## src/design/mcbp_pkg.sv

```systemverilog
package mcbp_pkg;

	// Per-CPU table geometry and the bank limit.
	localparam int CPU_SLOTS = 256;
	localparam int SLOT_W    = $clog2(CPU_SLOTS);
	localparam int MAX_BANKS = 64;

	// Field widths.
	localparam int CMD_W     = 2;
	localparam int CPU_W     = 8;
	localparam int TS_W      = 64;
	localparam int BANK_W    = 6;
	localparam int BCNT_W    = 7;
	localparam int GAP_W     = 40;
	localparam int WORD_W    = 64;
	localparam int CNT_W     = 32;
	localparam int ACT_W     = 3;
	localparam int CFG_IDX_W = 2;
	localparam int CFG_W     = 40;

	// Status word bits.
	localparam int ST_VALID_BIT = 63;
	localparam int ST_OVER_BIT  = 62;
	localparam int ST_UC_BIT    = 61;
	localparam int ST_ADDRV_BIT = 58;

	// Stream data widths, padded to whole bytes.
	localparam int IN_RAW_W  = CMD_W + CPU_W + TS_W + BANK_W + 2 * WORD_W;
	localparam int IN_W      = ((IN_RAW_W + 7) / 8) * 8;
	localparam int OUT_RAW_W = ACT_W + 2 * CNT_W + 1 + BANK_W + 2 * WORD_W + 2;
	localparam int OUT_W     = ((OUT_RAW_W + 7) / 8) * 8;

	typedef enum logic [CMD_W-1:0] {
		CMD_BEGIN  = 2'd0,
		CMD_POLL   = 2'd1,
		CMD_REPORT = 2'd2
	} cmd_t;

	typedef enum logic [ACT_W-1:0] {
		ACT_NONE   = 3'd0,
		ACT_CLRALL = 3'd1,
		ACT_SKIP   = 3'd2,
		ACT_SCAN   = 3'd3,
		ACT_CLR1   = 3'd4
	} act_t;

	typedef enum logic [CFG_IDX_W-1:0] {
		CFG_MCA      = 2'd0,
		CFG_BANKS    = 2'd1,
		CFG_THROTTLE = 2'd2,
		CFG_GAP      = 2'd3
	} cfg_idx_t;

	// Write request into the per-CPU table.
	typedef struct packed {
		logic              write;
		logic              clear_all;
		logic [SLOT_W-1:0] addr;
		logic [TS_W-1:0]   data;
	} tbl_wr_t;

	// Read result of the per-CPU table, registered and available in the cycle after the read.
	typedef struct packed {
		logic            baselined;
		logic [TS_W-1:0] last_poll;
	} tbl_rd_t;

	// Update of the run counters and last-event record.
	typedef struct packed {
		logic              clear;
		logic              capture;
		logic              uncorr;
		logic              over;
		logic [BANK_W-1:0] bank;
		logic [WORD_W-1:0] status;
		logic [WORD_W-1:0] addr;
	} evt_upd_t;

	typedef struct packed {
		logic [CNT_W-1:0]  corr_cnt;
		logic [CNT_W-1:0]  uncorr_cnt;
		logic              captured;
		logic [BANK_W-1:0] bank;
		logic [WORD_W-1:0] status;
		logic [WORD_W-1:0] addr;
		logic              corr;
		logic              over;
	} evt_rec_t;

endpackage

```

## src/design/mcbp_event_rec.sv

```systemverilog
module mcbp_event_rec
	import mcbp_pkg::*;
(
	input  logic     clk,
	input  logic     arst_n,
	input  evt_upd_t upd,
	output evt_rec_t rec_next
);

	evt_rec_t rec_q;

	always_comb begin
		rec_next = rec_q;
		if (upd.clear) begin
			rec_next = '0;
		end else if (upd.capture) begin
			if (upd.uncorr) begin
				rec_next.uncorr_cnt = rec_q.uncorr_cnt + CNT_W'(1);
			end else begin
				rec_next.corr_cnt = rec_q.corr_cnt + CNT_W'(1);
			end
			rec_next.captured = 1'b1;
			rec_next.bank     = upd.bank;
			rec_next.status   = upd.status;
			rec_next.addr     = upd.addr;
			rec_next.corr     = !upd.uncorr;
			rec_next.over     = upd.over;
		end
	end

	always_ff @(posedge clk or negedge arst_n) begin
		if (!arst_n) begin
			rec_q <= '0;
		end else begin
			rec_q <= rec_next;
		end
	end

endmodule

```

## config.mk

```make
export PLATFORM = sky130hd
export DESIGN_NAME = mcbp_event_rec
export DESIGN_NICKNAME = d
export VERILOG_FILES = /design/src/design/mcbp_pkg.sv /design/src/design/mcbp_event_rec.sv
export SDC_FILE = /design/constraint.sdc
export NUM_CORES = 1
export LEC_CHECK = 0
export ABC_AREA = 1
export ABC_CLOCK_PERIOD_IN_PS = 4600
export BUFFER_PORTS_ARGS = -buffer_cell sky130_fd_sc_hd__buf_4
export CELL_PAD_IN_SITES_DETAIL_PLACEMENT = 2
export CELL_PAD_IN_SITES_GLOBAL_PLACEMENT = 2
export CORE_AREA = 3 3 215 154
export DETAILED_ROUTE_END_ITERATION = 6
export DIE_AREA = 0 0 218 157
export PLACE_DENSITY = 0.93
export SLEW_MARGIN = 20
export SYNTH_ARGS = -nofsm -noshare
export SYNTH_HDL_FRONTEND = slang
export SYNTH_SLANG_ARGS = --single-unit
```

## constraint.sdc

```tcl
create_clock -name clk -period 4.6 [get_ports clk]
set_input_delay 0.69 -clock clk [delete_from_list [all_inputs] [get_ports clk]]
set_output_delay 0.69 -clock clk [all_outputs]
set_load 0.05 [all_outputs]
```

### Word level (Yosys, flattened, before mapping)

Index checks and enable logic that the tools add are counted.

| operators by class | value |
|---|---|
| multiplexer cells | 4 |
| add/sub/neg operators | 2 |
| reductions and logical operators | 1 |

Operators with widths:

| cell | number |
|---|---|
| $mux 201 | 2 |
| $add 32x1->32 const B | 2 |
| $mux 32 | 2 |
| $logic_not 1->1 | 1 |

| storage, ports and cells | value |
|---|---|
| flip-flop bits (word level) | 201 |
| word-level logic and storage cells | 15 |
| input bits | 140 |
| output and inout bits | 201 |

### Longest topological paths before layout

Gate-level depths: netlist of run 1.

| depth | value |
|---|---|
| word-level depth | 4 |
| mapped depth | 9 |

### Worst setup path after synthesis of run 1

OpenSTA, ideal clock, no wires.

| timing | value |
|---|---|
| path kind | in2out |
| start point | in upd[136] (netlist name) |
| end point | out rec_next[100] (netlist name) |
| data required time | 3.910 ns |
| arrival | 2.199 ns |
| stages | 7 |
| path slack | 1.711 ns |
| cells stage by stage | buf_4 buf_2 inv_2 buf_2 buf_2 nor2_1 nor2_1 |

RTL lines:

| element | line | RTL |
|---|---|---|
| start, declared | mcbp_event_rec.sv:6 | `input evt_upd_t upd,` |
| end, declared | mcbp_event_rec.sv:7 | `output evt_rec_t rec_next` |

==> impl_metrics.tcl, run 1 <==
set metrics [dict create \
    outcome "finished clean" \
    dieArea_sq_um 34200 \
    crit_arrival_ns 2.63 \
    powerDensity_nw_per_um2 373 \
    synth-seq-cells 201 \
    rsz0062_at_grt "false" \
    cts_root_buf "clkbuf_16" \
    area_growth_pct 42.7 \
    multi_input_area_sq_um 3540 \
    fin_crit_sh 0.722 \
    synth_area_per_cell_sq_um 7.97 \
    fill_cells 3460 \
    post_cts_resized 0 \
    hpwlAfterDp_mm 28.4 \
    p_int_w 0.00338 \
    p_comb_frac 0.173 \
    synth_area_leader_cell "dfrtp_1" \
    regMostFlops "rec_q" \
    crit_fanout 5 \
    p_leak_nw 6.35 \
    layout-drive-gt1-share 0.280 \
    htreeDepth 1 \
    grt_pass1_vias 10800 \
    timing.rr.start "rec_q[170]$_DFF_PN0_" \
    hold_buffers 0 \
    num_rows 54 \
    chipHeight_microns 157 \
    vias_per_cell 4.91 \
    synth.distinct_cells 29 \
    coreArea_sq_um 31100 \
    clkTransAtPathRegs_ns 0.07 \
    critPathCapture "rec_next[185]" \
    dr_total_vias 9301 \
    period_needed_ns 3.32 \
    portBuffers 340 \
    start_util 0.291 \
    rr_worst_depth 8 \
    fin_tns_setup_ns 0 \
    cp-start-kind "register" \
    cts.sinks 201 \
    maxCapViolCount 0 \
    grt_max_degree 132 \
    layout_commonest_cell "nor2_1" \
    cts_tree "built" \
    io_pins 341 \
    routed_wirelength_mm 39.8 \
    worst_slew_pin_slew_ns 0.885 \
    grt_use_total 0.231 \
    slew_violations 0 \
    peakVddDrop_uv 292 \
    p_seq_frac 0.390 \
    n_antenna_cell 0 \
    seq_area_frac_synth 0.557 \
    synthTopCellsByArea "dfrtp_1 (56%), nor2_1 (16%), o21ai_0 (8.9%)" \
    startpoint "rec_q[170]$_DFF_PN0_" \
    drc 0 \
    top_regs "rec_q: 201 flops" \
    hold_path_class "primary input to asynchronous set/reset pin" \
    wl_per_cell_microns 21.0 \
    gp_congestion 0.840 \
    p_switching_w 0.00143 \
    regArea_sq_um 5030 \
    largest_reg_flops 201 \
    drt_iter0_drc 449 \
    drt_pre_antenna_iters 4 \
    reg2reg_to "rec_q[187]$_DFF_PN0_" \
    crit_type "register to output pin" \
    r2r_slack_ns 2.62 \
    nNetsFinal 1602 \
    required_ns 3.91 \
    swShare 0.297 \
    final_cell_mix "nor2_1 (386), buf_4 (346), dfrtp_1 (201)" \
    skew_ns 0.00889 \
    clk_latency_ns 0.52 \
    yosysWarnings 0 \
    fp.dieW_microns 218 \
    hold_viol 0 \
    drt.antenna.violating_nets 0 \
    synth_top_area_frac 0.557 \
    slew_headroom 0.410 \
    clock.fmax_mhz 301 \
    synth_cells 1134 \
    cts.path.max_buffers 3 \
    holdWs_ns 0.220 \
    setup_viol 0 \
    cts_buffers 24 \
    crit_path_end_kind "output pin" \
    p_clk_frac 0.437 \
    finalPower_w 0.00480 \
    post-cts-setup-buffers 0 \
    syn_nets 1276 \
    final_core_util 0.415 \
    antenna_found_initial 0 \
    grt_pass1_wl_mm 62.4 \
    synth_area_sq_um 9030 \
    gr-total-overflow 0 \
]
==> cells in the mapped netlist <==
master / number
xor2_1: 2
nand2_2: 4
xnor2_1: 1
nand3b_1: 1
buf_4: 1
inv_1: 66
nand3_1: 41
nand2_1: 134
buf_1: 4
nand2_4: 1
inv_2: 3
nand3_2: 1
o21a_1: 6
clkbuf_1: 36
a21oi_1: 33
o21ai_0: 160
nor3_1: 10
nand4_1: 7
a31oi_1: 2
ha_1: 2
nor2_4: 3
nor2_2: 11
a2bb2oi_1: 1
nor2_1: 386
o21ai_1: 2
dfrtp_1: 201
and2_1: 4
o21bai_1: 2
buf_2: 9
==> critical path, stage by stage (launching register included) <==
cell and delay (ns):
dfrtp_1 0.43, ha_1 0.24, nand3_1 0.16, nor2_2 0.22
nand3_2 0.21, nor2_1 0.31, o21ai_0 0.13, nor2_1 0.19
buf_4 0.23
==> area by class of cell <==
class,instances,share of cell area
Clock inverter,14,0.0160
Timing Repair Buffer,350,0.207
Sequential cell,201,0.390
Clock buffer,28,0.0502
Inverter,69,0.0205
Multi-Input combinational cell,814,0.275
Tap cell,420,0.0408
==> power groups by stage <==
stage | combinational [W] | clock (W) | sequential, W
after floorplan | 0.000474 | 0 | 0.00189
after global placement | 0.000799 | 0 | 0.00190
after detailed placement | 0.000827 | 0 | 0.00191
after CTS | 0.000840 | 0.00216 | 0.00187
after global routing | 0.000888 | 0.00224 | 0.00188
final | 0.000830 | 0.00210 | 0.00187
==> logic make-up (layout without fill, tap and decap cells) <==
group / Yosys count / count (layout) / share of synthesized area
fa+ha+maj: 2 / 2 / 0.00277
flops: 201 / 201 / 0.557
buf+inv: 119 / 461 / 0.0511
compound gates: 206 / 206 / 0.117
xor+xnor: 3 / 3 / 0.00291
simple gates: 603 / 603 / 0.269
==> worst min path at each step <==
stage                     depth (start not counted)                   end                  from
after floorplan                                   0    rec_q[0]$_DFF_PN0_                arst_n
after global placement                            1  rec_q[140]$_DFF_PN0_  rec_q[140]$_DFF_PN0_
after detailed placement                          1  rec_q[140]$_DFF_PN0_  rec_q[140]$_DFF_PN0_
after CTS                                         1  rec_q[109]$_DFF_PN0_                arst_n
after global routing                              1  rec_q[109]$_DFF_PN0_                arst_n
final                                             1  rec_q[109]$_DFF_PN0_                arst_n
==> through the flow <==
step	cell area [sq um]	instances	setup WS, ns
floorplan	9030	1134	1.71
global placement	12000	1854	1.50
detailed placement	12000	1854	1.40
CTS	12900	1896	1.29
global route	12900	1896	1.07
finish	12900	1896	1.28
==> metal layers <==
layer | vias up | track usage | wire [microns]
met5 | - | 0 | 0
met4 | 0 | 0.0583 | 1120
met3 | 67 | 0.0672 | 2850
met2 | 275 | 0.410 | 19600
met1 | 4699 | 0.278 | 16300
li1 | 4260 | - | -
(Power assumes the default switching activity.)
==> run 2, diff against run 1 <==
Settings changed: ABC_CLOCK_PERIOD_IN_PS 4600 to 3200, CORE_AREA 3 3 215 154 to 3 3 223 160, DIE_AREA 0 0 218 157 to 0 0 226 163, PLACE_DENSITY 0.93 to 0.88.
Clock period 4.6 ns to 3.2 ns, I/O delays scaled along.
==> run 2 against run 1 <==
Compared with the run above:
- die area grew 7.6%
- core utilization shrank 2.8 points
- final cell count grew 1.1%
- critical path depth is the same
- design area grew 0.17%
- total power grew 39%
- wire length shrank 3.0%
- clock power grew 33%
- register-to-register slack lost 1.2 ns
- via count shrank 0.98%
- combinational power grew 43%
- global-route usage shrank 2.1 points
- largest power group unchanged
- highest routed layer unchanged
==> impl_metrics.tcl, run 2 (synthesized netlist as in run 1, its figures left out) <==
set metrics [dict create \
    drt_pre_antenna_iters 4 \
    antenna_found_initial 0 \
    io_pins 341 \
    crit_type "register to output pin" \
    rsz0062_at_grt "false" \
    layout-drive-gt1-share 0.282 \
    htreeDepth 1 \
    critPathCapture "rec_next[189]" \
    outcome "finished clean" \
    hpwlAfterDp_mm 28.1 \
    top_regs "rec_q: 201 flops" \
    wl_per_cell_microns 20.2 \
    grt_max_degree 82 \
    cp-start-kind "register" \
    grt_pass1_wl_mm 60.8 \
    rr_worst_depth 8 \
    required_ns 2.72 \
    cts_tree "built" \
    timing.rr.start "rec_q[170]$_DFF_PN0_" \
    skew_ns 0.00915 \
    final_cell_mix "nor2_1 (385), buf_4 (349), dfrtp_1 (201)" \
    crit_arrival_ns 2.47 \
    hold_viol 0 \
    num_rows 56 \
    crit_path_end_kind "output pin" \
    vias_per_cell 4.81 \
    p_leak_nw 6.34 \
    finalNonFillerCells 1916 \
    powerDensity_nw_per_um2 516 \
    clk_latency_ns 0.53 \
    drt_iter0_drc 411 \
    dieArea_sq_um 36800 \
    drc 0 \
    worst_slew_pin_slew_ns 0.789 \
    clkTransAtPathRegs_ns 0.06 \
    routed_wirelength_mm 38.6 \
    cts_buffers 23 \
    drt.antenna.violating_nets 0 \
    holdWs_ns 0.238 \
    hold_path_class "primary input to register" \
    coreArea_sq_um 33400 \
    fp.dieW_microns 226 \
    dr_total_vias 9210 \
    chipHeight_microns 163 \
    nNetsFinal 1607 \
    fin_tns_setup_ns 0 \
    reg2reg_to "rec_q[197]$_DFF_PN0_" \
    startpoint "rec_q[170]$_DFF_PN0_" \
    cts_root_buf "clkbuf_16" \
    gp_congestion 0.828 \
    area_growth_pct 42.9 \
    cts.path.max_buffers 3 \
    peakVddDrop_uv 316 \
    slew_violations 0 \
    period_needed_ns 2.95 \
    slew_headroom 0.474 \
    r2r_slack_ns 1.40 \
    gr-total-overflow 0 \
    regMostFlops "rec_q" \
    placed_cells 1874 \
    grt_use_total 0.210 \
    clock.fmax_mhz 339 \
    fin_crit_sh 0.923 \
    n_antenna_cell 0 \
    grt_pass1_vias 10400 \
    cts.sinks 201 \
    largest_reg_flops 201 \
    start_util 0.270 \
    crit_fanout 6 \
    portBuffers 340 \
    maxCapViolCount 0 \
    setup_viol 0 \
    layout_commonest_cell "nor2_1" \
]
-- run 2: report_power, final --
group | total [W] | leakage (nW) | internal, W | switching [W]
Sequential | 0.00269 | 2.67 | 0.00266 | 0.0000327
Clock | 0.00279 | 0.376 | 0.00164 | 0.00115
Combinational | 0.00119 | 3.30 | 0.000353 | 0.000837
Total | 0.00667 | 6.34 | 0.00465 | 0.00202
-- run 2: cell type report --
class | instances | area (sq um)
clock buffers | 29 | 628
clock inverters | 12 | 154
fillers | 3865 | 20500
inverters | 69 | 264
multi-input cells | 814 | 3540
flip-flops and latches | 201 | 5030
well taps | 435 | 544
repair buffers | 356 | 2740
-- run 2: stage by stage --
| step | setup WS, ns | total power [W] | area (sq um) | util |
|---|---|---|---|---|
| 2_1_floorplan | 0.731 | 0.00340 | 9030 | - |
| 3_3_place_gp | 0.561 | 0.00390 | 12100 | 0.362 |
| 3_5_place_dp | 0.530 | 0.00393 | 12100 | 0.362 |
| 4_1_cts | 0.219 | 0.00679 | 12900 | 0.386 |
| 5_1_grt | 0.0148 | 0.00696 | 12900 | 0.386 |
| 6_report | 0.247 | 0.00667 | 12900 | 0.386 |
-- run 2: timing repair --
action	CTS	global route
hold endpoints to repair	63	0
hold buffers	1	0
setup endpoints to repair	0	1
setup buffers	0	0
gates resized for setup	0	1
-- run 2: worst max-delay path, cell delays in order (launching register included) --
cell and delay (ns):
dfrtp_1 0.40, ha_1 0.22, nand3_1 0.14, nor2_2 0.18
nand3_2 0.17, nor2_2 0.32, nor2_1 0.08, nor2_1 0.20
buf_4 0.25
-- run 2: metal layers --
metal | vias up | track usage | part of all wire
li1 | 4278 | - | -
met1 | 4641 | 0.265 | 0.43
met2 | 246 | 0.362 | 0.49
met3 | 45 | 0.0571 | 0.066
met4 | 0 | 0.0456 | 0.022
met5 | - | 0 | 0
-- run 2: how the worst min path moves through the flow --
| stage | start | endpoint | slack [ns] | cells past startpoint |
|---|---|---|---|---|
| final | upd[34] | rec_q[36]$_DFF_PN0_ | 0.24 | 3 |
| after global routing | upd[56] | rec_q[58]$_DFF_PN0_ | 0.23 | 3 |
| after CTS | upd[116] | rec_q[118]$_DFF_PN0_ | 0.20 | 3 |
| after detailed placement | rec_q[136]$_DFF_PN0_ | rec_q[136]$_DFF_PN0_ | 0.52 | 2 |
| after global placement | rec_q[136]$_DFF_PN0_ | rec_q[136]$_DFF_PN0_ | 0.50 | 2 |
| after floorplan | arst_n | rec_q[0]$_DFF_PN0_ | 0.18 | 0 |
==> run 3, diff against run 2 <==
Settings changed: BUFFER_PORTS_ARGS -buffer_cell sky130_fd_sc_hd__buf_4 to default, CORE_AREA 3 3 223 160 to 3 3 197 141, DIE_AREA 0 0 226 163 to 0 0 200 144, DONT_BUFFER_PORTS from default to 1, SKIP_LAST_GASP from default to 1.
==> run 3 against run 2 <==
Compared with the run above:
- the flow now finishes with violations (hold timing)
- flip-flop and latch count is the same
- register-to-register slack lost 0.30 ns
- setup slack gained 0.0013 ns
- clock skew grew 0.0063 ns
- maximum frequency is essentially flat
- critical path type unchanged
- worst hold slack lost 0.57 ns
==> impl_metrics.tcl, run 3 (synthesized netlist as in run 1, its figures left out) <==
set metrics [dict create \
    outcome "finished, violations left" \
    r2r_slack_ns 1.10 \
    drc 0 \
    skew_ns 0.0155 \
    clk_latency_ns 0.52 \
    gp_congestion 0.838 \
    grt_use_total 0.273 \
    swShare 0.307 \
    reg2reg_to "rec_q[199]$_DFF_PN0_" \
    drt.antenna.violating_nets 0 \
    crit_path_end_kind "output pin" \
    hpwlAfterDp_mm 27.3 \
    fin_tns_setup_ns 0 \
    htreeDepth 1 \
    timing.rr.start "rec_q[169]$_DFF_PN0_" \
    area_growth_pct 27.6 \
    p_int_w 0.00433 \
    routed_wirelength_mm 39.7 \
    p_leak_nw 5.54 \
    crit_arrival_ns 2.47 \
    hold_path_class "primary input to asynchronous set/reset pin" \
    crit_fanout 5 \
    largest_reg_flops 201 \
    grt_pass1_vias 10000 \
    layout-drive-gt1-share 0.197 \
    cts_root_buf "clkbuf_16" \
    layout_commonest_cell "nor2_1" \
    crit_top_cell "nor2_2" \
    p_clk_frac 0.413 \
    slew_violations 0 \
    rr_worst_depth 7 \
    drt_pre_antenna_iters 4 \
    placed_cells 1638 \
    antenna_found_initial 2 \
    grt_pass1_wl_mm 60.8 \
    grt_max_degree 202 \
    cts_buffers 23 \
    cts_tree "built" \
    p_switching_w 0.00192 \
    setup_viol 0 \
    powerDensity_nw_per_um2 543 \
    p_comb_frac 0.156 \
    required_ns 2.72 \
    slew_headroom 0.321 \
    slowest_delay_ns 0.39 \
    cts.path.max_buffers 3 \
    regMostFlops "rec_q" \
    n_antenna_cell 0 \
    final_cell_mix "nor2_1 (383), dfrtp_1 (201), buf_4 (194)" \
    clkTransAtPathRegs_ns 0.07 \
    clock.fmax_mhz 339 \
    crit_type "register to output pin" \
    dieArea_sq_um 28800 \
    drt_iter0_drc 460 \
    cp-start-kind "register" \
    fin_crit_sh 0.922 \
    nNetsFinal 1448 \
    peakVddDrop_uv 391 \
    chipHeight_microns 144 \
    vias_per_cell 5.25 \
    io_pins 341 \
    maxCapViolCount 0 \
    path_cells "ha_1 -> nand3_1 -> nor2_2 -> nand3_2 -> nor2_2 -> o21ai_0 -> nor2_1 -> buf_4" \
    p_seq_frac 0.432 \
    num_rows 49 \
    hold_viol 201 \
    dr_total_vias 8822 \
    finalNonFillerCells 1679 \
    cpMaxStageDelayCell "dfrtp_1" \
    portBuffers 0 \
    cts.sinks 201 \
    post-cts-setup-buffers 0 \
    pre_cts_slack_ns 0.532 \
    top_regs "rec_q: 201 flops" \
    gr-total-overflow 0 \
    holdWs_ns -0.333 \
    period_needed_ns 2.95 \
    fin_ws_ns 0.249 \
    coreArea_sq_um 25800 \
    wl_per_cell_microns 23.7 \
    start_util 0.350 \
    rsz0062_at_grt "false" \
    fp.dieW_microns 200 \
    violations "hold timing" \
    worst_slew_pin_slew_ns 1.01 \
]
## run 3: cell types whose count changed in the layout (fill, tap and decap cells not counted)
cell           change
nor2_4             +1
nor2_1             -2
nor2_2             +1
clkinv_2           +3
clkbuf_1           +1
clkbuf_8           +1
buf_12             -2
clkinvlp_4         -1
clkinv_4           -2
buf_4            -155
bufinv_16          -3
dlygate4sd3_1      -1
## run 3: layer usage
metal | track usage | share of wire
met5 | 0 | 0.00038
met4 | 0.0624 | 0.023
met3 | 0.0782 | 0.073
met2 | 0.489 | 0.50
met1 | 0.329 | 0.40
## run 3: area by class of cell
type	instances	area (sq um)
timing repair buffer	197	1520
tap	357	447
inverter	69	264
multi-input combinational	814	3550
clock buffer	32	659
sequential	201	5030
clock inverter	9	53.8
fill	2905	14300
## run 3: worst max-delay path, delay by kind of cell, from the launching register on
family / cells / cell delay (ns)
AO/OA/AOI/OAI: 1 / 0.16
adder cells (fa/ha/maj): 1 / 0.20
buffers and inverters: 1 / 0.22
flip-flops: 1 / 0.39
AND/OR/NAND/NOR: 5 / 0.98
## run 3: worst max path at each step
| stage | to | slack, ns | startpoint | cells after the start |
|---|---|---|---|---|
| finish | rec_next[185] | 0.25 | rec_q[169]$_DFF_PN0_ | 8 |
| global route | rec_next[200] | 0.04 | rec_q[177]$_DFF_PN0_ | 9 |
| CTS | rec_next[199] | 0.02 | rec_q[169]$_DFF_PN0_ | 7 |
| detailed placement | rec_next[199] | 0.53 | upd[135] | 7 |
| global placement | rec_next[199] | 0.63 | upd[135] | 7 |
| floorplan | rec_next[100] | 0.73 | upd[136] | 7 |
## run 3: power by group through the flow
stage,combinational (W),sequential [W],clock (W)
detailed placement,0.000961,0.00274,0
floorplan,0.000681,0.00272,0
finish,0.000975,0.00270,0.00258
global route,0.00103,0.00271,0.00276
CTS,0.000981,0.00270,0.00265
global placement,0.000917,0.00273,0
## run 3: per-stage QoR
stage	hold WS [ns]	instance area, sq um	util	power (W)
final	-0.333	11500	0.446	0.00625
after global routing	-0.368	11500	0.446	0.00650
after CTS	-0.368	11500	0.446	0.00633
after detailed placement	0.193	10800	0.418	0.00370
after global placement	0.191	10800	0.418	0.00364
after floorplan	0.184	9030	-	0.00340
## run 3: repair_timing
action	4_1_cts	5_1_grt
endpoints found under the hold margin	201	201
gates resized for setup	0	4
setup endpoints to repair	0	4
